===== config.mk =====
export PLATFORM = sky130hd
export DESIGN_NAME = impact_pulse_detector
export DESIGN_NICKNAME = d
export VERILOG_FILES = /design/src/hw/rtl/ipd_pkg.sv /design/src/hw/rtl/ipd_core.sv /design/src/hw/rtl/impact_pulse_detector.sv
export SDC_FILE = /design/constraint.sdc
export NUM_CORES = 1
export LEC_CHECK = 0
export ABC_AREA = 1
export ABC_CLOCK_PERIOD_IN_PS = 16800
export BUFFER_PORTS_ARGS = -buffer_cell sky130_fd_sc_hd__buf_4
export CAP_MARGIN = 15
export CORE_MARGIN = 10
export CORE_UTILIZATION = 49
export DETAILED_ROUTE_END_ITERATION = 10
export GPL_TIMING_DRIVEN = 0
export MAX_ROUTING_LAYER = met4
export PLACE_DENSITY = 0.66
export SLEW_MARGIN = 20
export SYNTH_ARGS = -nofsm -noshare
export SYNTH_HDL_FRONTEND = slang
export SYNTH_SLANG_ARGS = --single-unit

===== constraint.sdc =====
create_clock -name clk -period 16.8 [get_ports clk]
set_input_delay 0.84 -clock clk [delete_from_list [all_inputs] [get_ports clk]]
set_output_delay 0.84 -clock clk [all_outputs]
set_load 0.02 [all_outputs]

===== src/hw/rtl/ipd_pkg.sv =====
// shared widths, register codes and types of the impact pulse detector
package ipd_pkg;

    localparam int SAMPLE_WIDTH    = 24;
    localparam int INDEX_WIDTH     = 32;
    localparam int THR_WIDTH       = 24;
    localparam int GAP_WIDTH       = 16;
    localparam int WIN_WIDTH       = 17;
    localparam int STEP_WIDTH      = 23;
    localparam int COUNT_WIDTH     = 16;
    localparam int CFG_DATA_WIDTH  = 24;
    localparam int CFG_INDEX_WIDTH = 3;

    // compare widths wide enough for both operands after sign or zero extension
    localparam int THR_CMP_WIDTH = (SAMPLE_WIDTH > THR_WIDTH) ? SAMPLE_WIDTH : THR_WIDTH;
    localparam int DIFF_WIDTH    = SAMPLE_WIDTH + 1;
    localparam int MAG_CMP_WIDTH = (DIFF_WIDTH > STEP_WIDTH) ? DIFF_WIDTH : STEP_WIDTH;

    localparam logic signed [THR_WIDTH-1:0] LOWER_THR_RST   = THR_WIDTH'(-51200);
    localparam logic signed [THR_WIDTH-1:0] UPPER_THR_RST   = THR_WIDTH'(-128000);
    localparam logic [GAP_WIDTH-1:0]        REBOUND_GAP_RST = GAP_WIDTH'(500);
    localparam logic [WIN_WIDTH-1:0]        WINDOW_LEN_RST  = WIN_WIDTH'(16384);
    localparam logic [STEP_WIDTH-1:0]       DOUBLE_STEP_RST = STEP_WIDTH'(2560);

    typedef enum logic [CFG_INDEX_WIDTH-1:0] {
        REG_LOWER_THR   = 3'd0,
        REG_UPPER_THR   = 3'd1,
        REG_REBOUND_GAP = 3'd2,
        REG_WINDOW_LEN  = 3'd3,
        REG_DOUBLE_STEP = 3'd4
    } cfg_reg_t;

    typedef struct packed {
        logic signed [THR_WIDTH-1:0] lower_thr;
        logic signed [THR_WIDTH-1:0] upper_thr;
        logic [GAP_WIDTH-1:0]        rebound_gap;
        logic [WIN_WIDTH-1:0]        window_len;
        logic [STEP_WIDTH-1:0]       double_step;
    } cfg_t;

    typedef struct packed {
        logic [INDEX_WIDTH-1:0]        peak_index;
        logic signed [SAMPLE_WIDTH-1:0] peak_force;
        logic [COUNT_WIDTH-1:0]        impact_number;
    } result_t;

endpackage


===== src/hw/rtl/ipd_core.sv =====
// per-sample impact tracking: peak search, quiet window, double-hit check, judgment
module ipd_core
    import ipd_pkg::*;
(
    input  logic                           clk,
    input  logic                           rst_n,
    input  logic                           sample_valid,
    input  logic signed [SAMPLE_WIDTH-1:0] sample,
    input  cfg_t                           cfg,
    output logic                           result_valid,
    output result_t                        result
);

    logic [INDEX_WIDTH-1:0]         sample_count_reg, sample_count_next;
    logic [WIN_WIDTH-1:0]           quiet_count_reg, quiet_count_next;
    logic                           armed_reg, armed_next;
    logic signed [SAMPLE_WIDTH-1:0] running_peak_reg, running_peak_next;
    logic [INDEX_WIDTH-1:0]         peak_position_reg, peak_position_next;
    logic                           double_hit_reg, double_hit_next;
    logic signed [SAMPLE_WIDTH-1:0] previous_sample_reg, previous_sample_next;
    logic [COUNT_WIDTH-1:0]         accepted_count_reg, accepted_count_next;

    logic signed [THR_CMP_WIDTH-1:0] x_ext, lower_ext, upper_ext, peak_ext;
    logic signed [DIFF_WIDTH-1:0]    diff;
    logic [DIFF_WIDTH-1:0]           mag;
    logic [WIN_WIDTH-1:0]            quiet_inc;
    logic                            is_quiet, is_new_peak, step_hit, window_done;
    logic                            peak_ok;

    assign x_ext     = THR_CMP_WIDTH'(sample);
    assign lower_ext = THR_CMP_WIDTH'($signed(cfg.lower_thr));
    assign upper_ext = THR_CMP_WIDTH'($signed(cfg.upper_thr));
    assign peak_ext  = THR_CMP_WIDTH'(running_peak_reg);

    assign is_quiet    = x_ext > lower_ext;
    assign is_new_peak = sample < running_peak_reg;
    assign peak_ok     = peak_ext > upper_ext;

    // quiet counter stops at the window length
    assign quiet_inc = (quiet_count_reg < cfg.window_len) ? quiet_count_reg + WIN_WIDTH'(1)
                                                         : quiet_count_reg;

    assign diff = DIFF_WIDTH'(sample) - DIFF_WIDTH'(previous_sample_reg);
    assign mag  = diff[DIFF_WIDTH-1] ? DIFF_WIDTH'(-diff) : DIFF_WIDTH'(diff);

    assign step_hit = (quiet_inc > WIN_WIDTH'(cfg.rebound_gap))
                   && (quiet_inc < cfg.window_len)
                   && (MAG_CMP_WIDTH'(mag) > MAG_CMP_WIDTH'(cfg.double_step));

    assign window_done = armed_reg && (quiet_inc >= cfg.window_len);

    always_comb
    begin
        sample_count_next    = sample_count_reg;
        quiet_count_next     = quiet_count_reg;
        armed_next           = armed_reg;
        running_peak_next    = running_peak_reg;
        peak_position_next   = peak_position_reg;
        double_hit_next      = double_hit_reg;
        previous_sample_next = previous_sample_reg;
        accepted_count_next  = accepted_count_reg;
        result_valid         = 1'b0;
        result.peak_index    = peak_position_reg;
        result.peak_force    = running_peak_reg;
        result.impact_number = accepted_count_reg + COUNT_WIDTH'(1);

        if (sample_valid)
        begin
            sample_count_next    = sample_count_reg + INDEX_WIDTH'(1);
            previous_sample_next = sample;
            if (is_quiet)
            begin
                quiet_count_next = quiet_inc;
                if (step_hit)
                begin
                    double_hit_next = 1'b1;
                end
                // a step hit and a finished window never coincide
                if (window_done)
                begin
                    if (!double_hit_reg && peak_ok)
                    begin
                        accepted_count_next = accepted_count_reg + COUNT_WIDTH'(1);
                        result_valid        = 1'b1;
                    end
                    else
                    begin
                        double_hit_next = 1'b0;
                    end
                    armed_next        = 1'b0;
                    running_peak_next = '0;
                end
            end
            else if (is_new_peak)
            begin
                running_peak_next  = sample;
                peak_position_next = sample_count_next;
                armed_next         = 1'b1;
                quiet_count_next   = '0;
            end
        end
    end

    always_ff @(posedge clk or negedge rst_n)
    begin
        if (!rst_n)
        begin
            sample_count_reg    <= '1;
            quiet_count_reg     <= '0;
            armed_reg           <= 1'b0;
            running_peak_reg    <= '0;
            peak_position_reg   <= '0;
            double_hit_reg      <= 1'b0;
            previous_sample_reg <= '0;
            accepted_count_reg  <= '0;
        end
        else
        begin
            sample_count_reg    <= sample_count_next;
            quiet_count_reg     <= quiet_count_next;
            armed_reg           <= armed_next;
            running_peak_reg    <= running_peak_next;
            peak_position_reg   <= peak_position_next;
            double_hit_reg      <= double_hit_next;
            previous_sample_reg <= previous_sample_next;
            accepted_count_reg  <= accepted_count_next;
        end
    end

endmodule


===== src/hw/rtl/impact_pulse_detector.sv =====
// Impact pulse detector top level: takes one force sample per cycle while in_stall is low
// and gives the index, peak force and ordinal of each accepted hammer impact. A sample
// goes into an input register; the tracking state is updated from it as it leaves that
// register, and any result it causes is loaded into the output register at the same
// clock edge, or into the skid stage while the output is held. The output has a register
// and a one-entry skid stage, so samples keep flowing while a result waits; the input
// stalls only when both are full and a sample is waiting in the input register.
// Configuration writes are always ready and take effect on the next sample.
module impact_pulse_detector
    import ipd_pkg::*;
(
    input  logic                              clk,
    input  logic                              rst_n,
    input  logic                              in_valid,
    output logic                              in_stall,
    input  logic signed [SAMPLE_WIDTH-1:0]    force_sample,
    output logic                              out_valid,
    input  logic                              out_stall,
    output logic [INDEX_WIDTH-1:0]            peak_index,
    output logic signed [SAMPLE_WIDTH-1:0]    peak_force,
    output logic [COUNT_WIDTH-1:0]            impact_number,
    input  logic                              cfg_valid,
    output logic                              cfg_ready,
    input  logic [CFG_INDEX_WIDTH-1:0]        cfg_index,
    input  logic [CFG_DATA_WIDTH-1:0]         cfg_data
);

    cfg_t                           cfg_reg;
    logic                           s1_valid_reg, s1_valid_next;
    logic signed [SAMPLE_WIDTH-1:0] s1_sample_reg;
    logic                           in_accept, s1_advance;

    logic                           push;
    result_t                        core_result;
    result_t                        out_reg, skid_reg;
    logic                           out_valid_reg, out_valid_next;
    logic                           skid_valid_reg, skid_valid_next;
    logic                           pop, load_out, load_skid;

    assign cfg_ready = 1'b1;

    always_ff @(posedge clk or negedge rst_n)
    begin
        if (!rst_n)
        begin
            cfg_reg.lower_thr   <= LOWER_THR_RST;
            cfg_reg.upper_thr   <= UPPER_THR_RST;
            cfg_reg.rebound_gap <= REBOUND_GAP_RST;
            cfg_reg.window_len  <= WINDOW_LEN_RST;
            cfg_reg.double_step <= DOUBLE_STEP_RST;
        end
        else if (cfg_valid && cfg_ready)
        begin
            unique case (cfg_reg_t'(cfg_index))
                REG_LOWER_THR:   cfg_reg.lower_thr   <= cfg_data[THR_WIDTH-1:0];
                REG_UPPER_THR:   cfg_reg.upper_thr   <= cfg_data[THR_WIDTH-1:0];
                REG_REBOUND_GAP: cfg_reg.rebound_gap <= cfg_data[GAP_WIDTH-1:0];
                REG_WINDOW_LEN:  cfg_reg.window_len  <= cfg_data[WIN_WIDTH-1:0];
                REG_DOUBLE_STEP: cfg_reg.double_step <= cfg_data[STEP_WIDTH-1:0];
                default: ;
            endcase
        end
    end

    // input register holds while the skid stage is occupied
    assign s1_advance = s1_valid_reg && !skid_valid_reg;
    assign in_stall   = s1_valid_reg && skid_valid_reg;
    assign in_accept  = in_valid && !in_stall;

    always_comb
    begin
        s1_valid_next = s1_valid_reg;
        if (in_accept)
        begin
            s1_valid_next = 1'b1;
        end
        else if (s1_advance)
        begin
            s1_valid_next = 1'b0;
        end
    end

    always_ff @(posedge clk or negedge rst_n)
    begin
        if (!rst_n)
        begin
            s1_valid_reg <= 1'b0;
        end
        else
        begin
            s1_valid_reg <= s1_valid_next;
        end
    end

    always_ff @(posedge clk)
    begin
        if (in_accept)
        begin
            s1_sample_reg <= force_sample;
        end
    end

    ipd_core u_core (
        .clk          (clk),
        .rst_n        (rst_n),
        .sample_valid (s1_advance),
        .sample       (s1_sample_reg),
        .cfg          (cfg_reg),
        .result_valid (push),
        .result       (core_result)
    );

    // output register with one skid entry behind it
    assign pop = out_valid_reg && !out_stall;

    always_comb
    begin
        out_valid_next  = out_valid_reg;
        skid_valid_next = skid_valid_reg;
        load_out        = 1'b0;
        load_skid       = 1'b0;
        if (pop || !out_valid_reg)
        begin
            if (skid_valid_reg)
            begin
                load_out        = 1'b1;
                out_valid_next  = 1'b1;
                skid_valid_next = push;
                load_skid       = push;
            end
            else
            begin
                load_out       = push;
                out_valid_next = push;
            end
        end
        else if (push)
        begin
            load_skid       = 1'b1;
            skid_valid_next = 1'b1;
        end
    end

    always_ff @(posedge clk or negedge rst_n)
    begin
        if (!rst_n)
        begin
            out_valid_reg  <= 1'b0;
            skid_valid_reg <= 1'b0;
        end
        else
        begin
            out_valid_reg  <= out_valid_next;
            skid_valid_reg <= skid_valid_next;
        end
    end

    always_ff @(posedge clk)
    begin
        if (load_out)
        begin
            out_reg <= skid_valid_reg ? skid_reg : core_result;
        end
        if (load_skid)
        begin
            skid_reg <= core_result;
        end
    end

    assign out_valid     = out_valid_reg;
    assign peak_index    = out_reg.peak_index;
    assign peak_force    = out_reg.peak_force;
    assign impact_number = out_reg.impact_number;

endmodule


* Yosys cells after proc, flatten, opt, wreduce, memory -nomap -nowiden *
Cells that the tools add are included.

storage, ports and cells
  register bits after elaboration = 422
  output and inout port bits = 75
  word-level logic and storage cells = 97

operators by class
  add/sub/neg operators = 5
  $lt $le $gt $ge = 8
  equal/unequal tests = 5
  muxes and demuxes = 27
  bitwise logic cells = 1
  reductions and logical operators = 28

operators with widths
  cell                     count
  $mux W24                 3
  $mux W72                 1
  $mux W17                 3
  $gt A24 B24 Y1           2
  $lt A17 B17 Y1           2
  $add A32 B1 Y32 const B  1
  $gt A25 B23 Y1           1
  $mux W25                 1
  $neg A25 Y25             1
  $sub A24 B24 Y25         1
  $lt A24 B24 Y1           1
  $mux W1                  19
  $add A17 B1 Y17 const B  1
  $ge A17 B17 Y1           1
  $gt A17 B16 Y1           1
  $add A16 B1 Y16 const B  1
  $reduce_and A2 Y1        7
  $logic_and A1 B1 Y1      8
  $eq A3 B2 Y1 const B     2
  $reduce_and A3 Y1        2
  $reduce_bool A2 Y1       3
  $logic_not A1 Y1         5
  $reduce_and A4 Y1        1
  $eq A3 B1 Y1 const B     1
  other kinds (5)          5

* Depth between registers and ports, before layout *
  word-level depth = 9
  depth in mapped cells = 30
  mapped depth without buffers = 30

* Cells and area by module *
Synthesis repeated with hierarchy kept, for this count alone.

second synthesis, totals
  cells, all modules = 2785
  area, all modules = 23362.4 um^2

by module, submodules not included
  module                 instances  cells an instance  area each (um^2)
  ipd_core               1          1904               13115.1
  impact_pulse_detector  1          881                10247.3

* Least setup slack after synthesis *
No wires, ideal clock.

  kind = reg-to-reg
  start = reg cfg_reg[37] in the netlist's numbering
  end = reg out_reg (netlist bit impact_number[0]) (enable)
  arrival = 8.437 ns
  required time = 16.189 ns
  setup slack = 7.751 ns
  stages on the path, launching flop included = 25
  cells stage by stage = dfstp_2 inv_1 ha_1 nand2_1 inv_1 o21ai_0 nand2_1 nor2_1 nand3_1 clkbuf_1 nor2_1 nand4_1 xor2_1 inv_1 ha_1 nand4_1 inv_1 nand4_1 nor4_1 nor2_1 o31ai_1 nand2_1 inv_1 nand3_1 a21boi_0

on the way
  cells in the longest elaborated chain, start to end = 9

ends and longest elaborated chain
  what                   RTL line                      RTL
  from (decl)            impact_pulse_detector.sv:28   cfg_t cfg_reg;
  $lt A17 B17 Y1         ipd_core.sv:40                assign quiet_inc = (quiet_count_reg < cfg.window_len) ? quiet_count_reg + WIN_WIDTH'(1)
  $mux W17               ipd_core.sv:40
  $ge A17 B17 Y1 *       ipd_core.sv:50                assign window_done = armed_reg && (quiet_inc >= cfg.window_len);
  $logic_and A1 B1 Y1 *  ipd_core.sv:50
  $mux W1 *              ipd_core.sv:79                if (window_done)
  $mux W1 *              ipd_core.sv:71                if (is_quiet)
  $mux W1 *              ipd_core.sv:67                if (sample_valid)
  $mux W1 *              impact_pulse_detector.sv:124  if (skid_valid_reg)
  $mux W1 *              impact_pulse_detector.sv:122  if (pop || !out_valid_reg)
  named net load_out     impact_pulse_detector.sv:38   logic pop, load_out, load_skid;
  to (signal assigned)   impact_pulse_detector.sv:162  out_reg <= skid_valid_reg ? skid_reg : core_result;
  to (decl)              impact_pulse_detector.sv:35   result_t out_reg, skid_reg;

The timed path passes the listed nets; every way through them passes the cells marked *.
A chain may end at the register's enable or synchronous reset.

* Worst setup path after layout *
  start = reg u_core.quiet_count_reg[8]
  end = reg skid_reg[67] in the netlist's numbering (enable)

on the way
  cells in the longest elaborated chain, start to end = 9
  elaborated cells between the ends (all ways) = 11

ends and longest elaborated chain
  what                                               RTL line                                                    RTL
  from (decl)                                        ipd_core.sv:15                                              logic [WIN_WIDTH-1:0] quiet_count_reg, quiet_count_next;
  from (signal assigned)                             ipd_core.sv:120                                             quiet_count_reg <= quiet_count_next;
  $add A17 B1 Y17 or $lt A17 B17 Y1 (tied branches)  ipd_core.sv:40
  $mux W17 *                                         ipd_core.sv:40
  $ge A17 B17 Y1 *                                   ipd_core.sv:50
  $logic_and A1 B1 Y1 *                              ipd_core.sv:50
  $mux W1 *                                          ipd_core.sv:79
  $mux W1 *                                          ipd_core.sv:71
  $mux W1 *                                          ipd_core.sv:67
  $mux W1 (on tied branches)                         impact_pulse_detector.sv:137, impact_pulse_detector.sv:124
  $mux W1 *                                          impact_pulse_detector.sv:122
  named net load_skid                                impact_pulse_detector.sv:38
  to (signal assigned)                               impact_pulse_detector.sv:166                                skid_reg <= core_result;
  to (decl)                                          impact_pulse_detector.sv:35

Marked as above.

==> impl_metrics.json <==
{
  "required_ps": 17080,
  "final_cell_mix": "nand2_1, inv_1, o21ai_0, dfrtp_1, ha_1",
  "power.density_mw_per_mm2": 126,
  "hold_buffers": 0,
  "p_leak_nw": 12.7,
  "dieArea_sq_mm": 0.0562,
  "worstMarginPinSlew_ps": 818,
  "synthCells": 2669,
  "via_per_inst": 5.23,
  "cts_tree": "done",
  "wl_per_cell_microns": 17.5,
  "synth_fp_nets": 2897,
  "cts_sinks": 422,
  "crit_type": "reg2reg",
  "endpoint_kind": "flip-flop",
  "mostFrequentLayoutCell": "nand2_1",
  "place_congestion": 0.927,
  "fin_tns_setup_ps": 0,
  "rsz0062_at_grt": "no",
  "final_util": 0.572,
  "period_share": 0.347,
  "synth_edf_count": 168,
  "die_h_microns": 237,
  "max-cap-violations": 0,
  "synth-main-ff-cell": "dfrtp_1",
  "drtAntennaViolNets": 0,
  "coreArea_sq_mm": 0.0466,
  "hpwl_microns": 48100,
  "numCtsBuffers": 45,
  "syn2layout_area_growth_pct": 15.3,
  "critPathMaxStageDelay_ps": 580,
  "hold_path_class": "in2async",
  "r2r_cells": 23,
  "clk_latency_ps": 600,
  "grt_overflow": 0,
  "start_util": 0.496,
  "cp_slowest_cell": "nor2_4",
  "numPortBuffers": 129,
  "first_global_vias": 18100,
  "root_buffer": "clkbuf_16",
  "clockBufferDepth": 3,
  "largest_register_ffs": 104,
  "finalCriticalPeriod_ps": 5820,
  "grt_max_degree": 82,
  "crit-reg2reg-launch": "u_core.quiet_count_reg[8]",
  "setup_viol": 0,
  "diodes": 0,
  "die_w_microns": 237,
  "syn_area_per_cell_sq_um": 8.65,
  "cp-start-kind": "flip-flop",
  "clk_pin_slew_ps": 60,
  "max_freq_mhz": 172,
  "status": "finished, final reports clean",
  "finClkSkew_ps": 17.7,
  "rows": 79,
  "worstReg2RegEnd": "skid_reg[67]",
  "drive_gt1_frac": 0.123,
  "async_reset_ff_frac": 0.602,
  "htree_levels": 2,
  "worst_ep_arrival_time_ps": 6110,
  "first_iter_violations": 1336,
  "syn_area_sq_mm": 0.0231,
  "path_cells": "ha_1 > inv_1 > nor3_1 > o21ai_0 > o211ai_1 > nand2_1 > nand3_1 > clkbuf_1 > nor2_1 > nand2_1 > xor2_1 > inv_1 > ha_1 > nand4_1 > nor4_1 > nor2_1 > o31ai_1 > nand2_1 > inv_1 > nand3_1 > buf_2 > nor2_4 > buf_12",
  "io_pins": 131,
  "ys_seq_area_frac": 0.497,
  "hold_viol": 0,
  "r2r_setup_slack_ps": 10980,
  "grt_pass1_wl_microns": 97100,
  "path_max_fanout": 30,
  "grt_usage": 0.221,
  "post_cts_buffers": 0,
  "ys_types": 53,
  "drc_errors": 0,
  "worst_ir_drop_vdd_mv": 0.0845,
  "first_pass_iters": 7,
  "antenna_found_initial": 0,
  "wl_microns": 61100,
  "nNetsFinal": 3081,
  "yosys_warnings": 0,
  "cts_resized": 0,
  "yosys_register_bits": 422,
  "slew_violations": 0,
  "slew_headroom": 0.453,
  "vias": 18300
}
## synthesized netlist by cell type, drive strengths merged (8+ instances only)
| library cell | instances | area, sq um |
|---|---|---|
| o21ai | 247 | 1240 |
| xor2 | 70 | 613 |
| xnor2 | 11 | 96.3 |
| nor4 | 8 | 62.6 |
| nand4 | 44 | 282 |
| nor3 | 26 | 166 |
| dfrtp | 193 | 4830 |
| buf | 17 | 90.1 |
| ha | 171 | 2140 |
| a21oi | 87 | 435 |
| edfxtp | 168 | 5040 |
| inv | 413 | 1550 |
| o22ai | 14 | 87.6 |
| nor2 | 112 | 517 |
| clkbuf | 53 | 199 |
| nand2 | 788 | 3010 |
| dfstp | 61 | 1600 |
| nand3 | 136 | 723 |
## logic make-up (layout without fill, tap and decap cells)
family          count (synthesis)  in the layout  synth area share
buf+inv                       486            707            0.0802
flops                         422            422             0.497
compound gates                382            382            0.0882
simple gates                 1125           1125             0.210
other cells                     1              1          0.000162
fa+ha+maj                     172            172            0.0936
xor+xnor                       81             81            0.0307
## per-stage QoR
step / setup WS, ps / cells / area (sq um) / total power [mW] / hold slack [ps]
detailed placement: 11130 / 3413 / 25100 / 2.33 / 463
CTS: 11070 / 3497 / 26600 / 3.38 / 168
floorplan: 7750 / 2669 / 23100 / 2.00 / 442
global placement: 4820 / 3405 / 24800 / 2.28 / 462
finish: 10980 / 3497 / 26600 / 3.36 / 160
global route: 10550 / 3497 / 26600 / 3.58 / 182
## power breakdown
| part | total, mW | switching (mW) | leakage, nW | internal [mW] |
|---|---|---|---|---|
| clock | 1.04 | 0.432 | 0.766 | 0.608 |
| sequential | 1.31 | 0.0950 | 4.73 | 1.22 |
| combinational | 1.01 | 0.660 | 7.23 | 0.352 |
| total | 3.36 | 1.19 | 12.7 | 2.18 |
## cell type report
type | instances | area (sq um)
flip-flops and latches | 422 | 11500
plain buffers | 70 | 289
fillers | 4177 | 19900
multi-input cells | 1761 | 9780
clock inverters | 26 | 322
inverters | 416 | 1560
clock buffers | 58 | 1240
well taps | 607 | 759
repair buffers | 137 | 1190
## how the worst max path moves through the flow
stage	start	endpoint	slack, ps
5_1_grt	u_core.quiet_count_reg[8]	skid_reg[67]	10550
3_3_place_gp	cfg_reg[37]	peak_force[18]	4820
4_1_cts	cfg_reg[37]	skid_reg[67]	11070
2_1_floorplan	cfg_reg[37]	impact_number[0]	7750
3_5_place_dp	cfg_reg[37]	skid_reg[67]	11130
6_report	u_core.quiet_count_reg[8]	skid_reg[67]	10980
## worst max-delay path: cells and delay by family (launching register included)
kind / cells / cell delay [ps]
compound gates: 3 / 370
xor+xnor: 1 / 220
fa+ha+maj: 2 / 660
buf+inv: 6 / 1260
flops: 1 / 440
simple gates: 11 / 2510
## routing by layer
layer,vias to the layer above,part of all wire,GRT usage
li1,9050,-,-
met1,8705,0.45,0.285
met2,431,0.47,0.355
met3,103,0.051,0.0313
met4,0,0.028,0.0668
met5,-,0,-
Note: power is estimated with default switching activity, not from simulation.
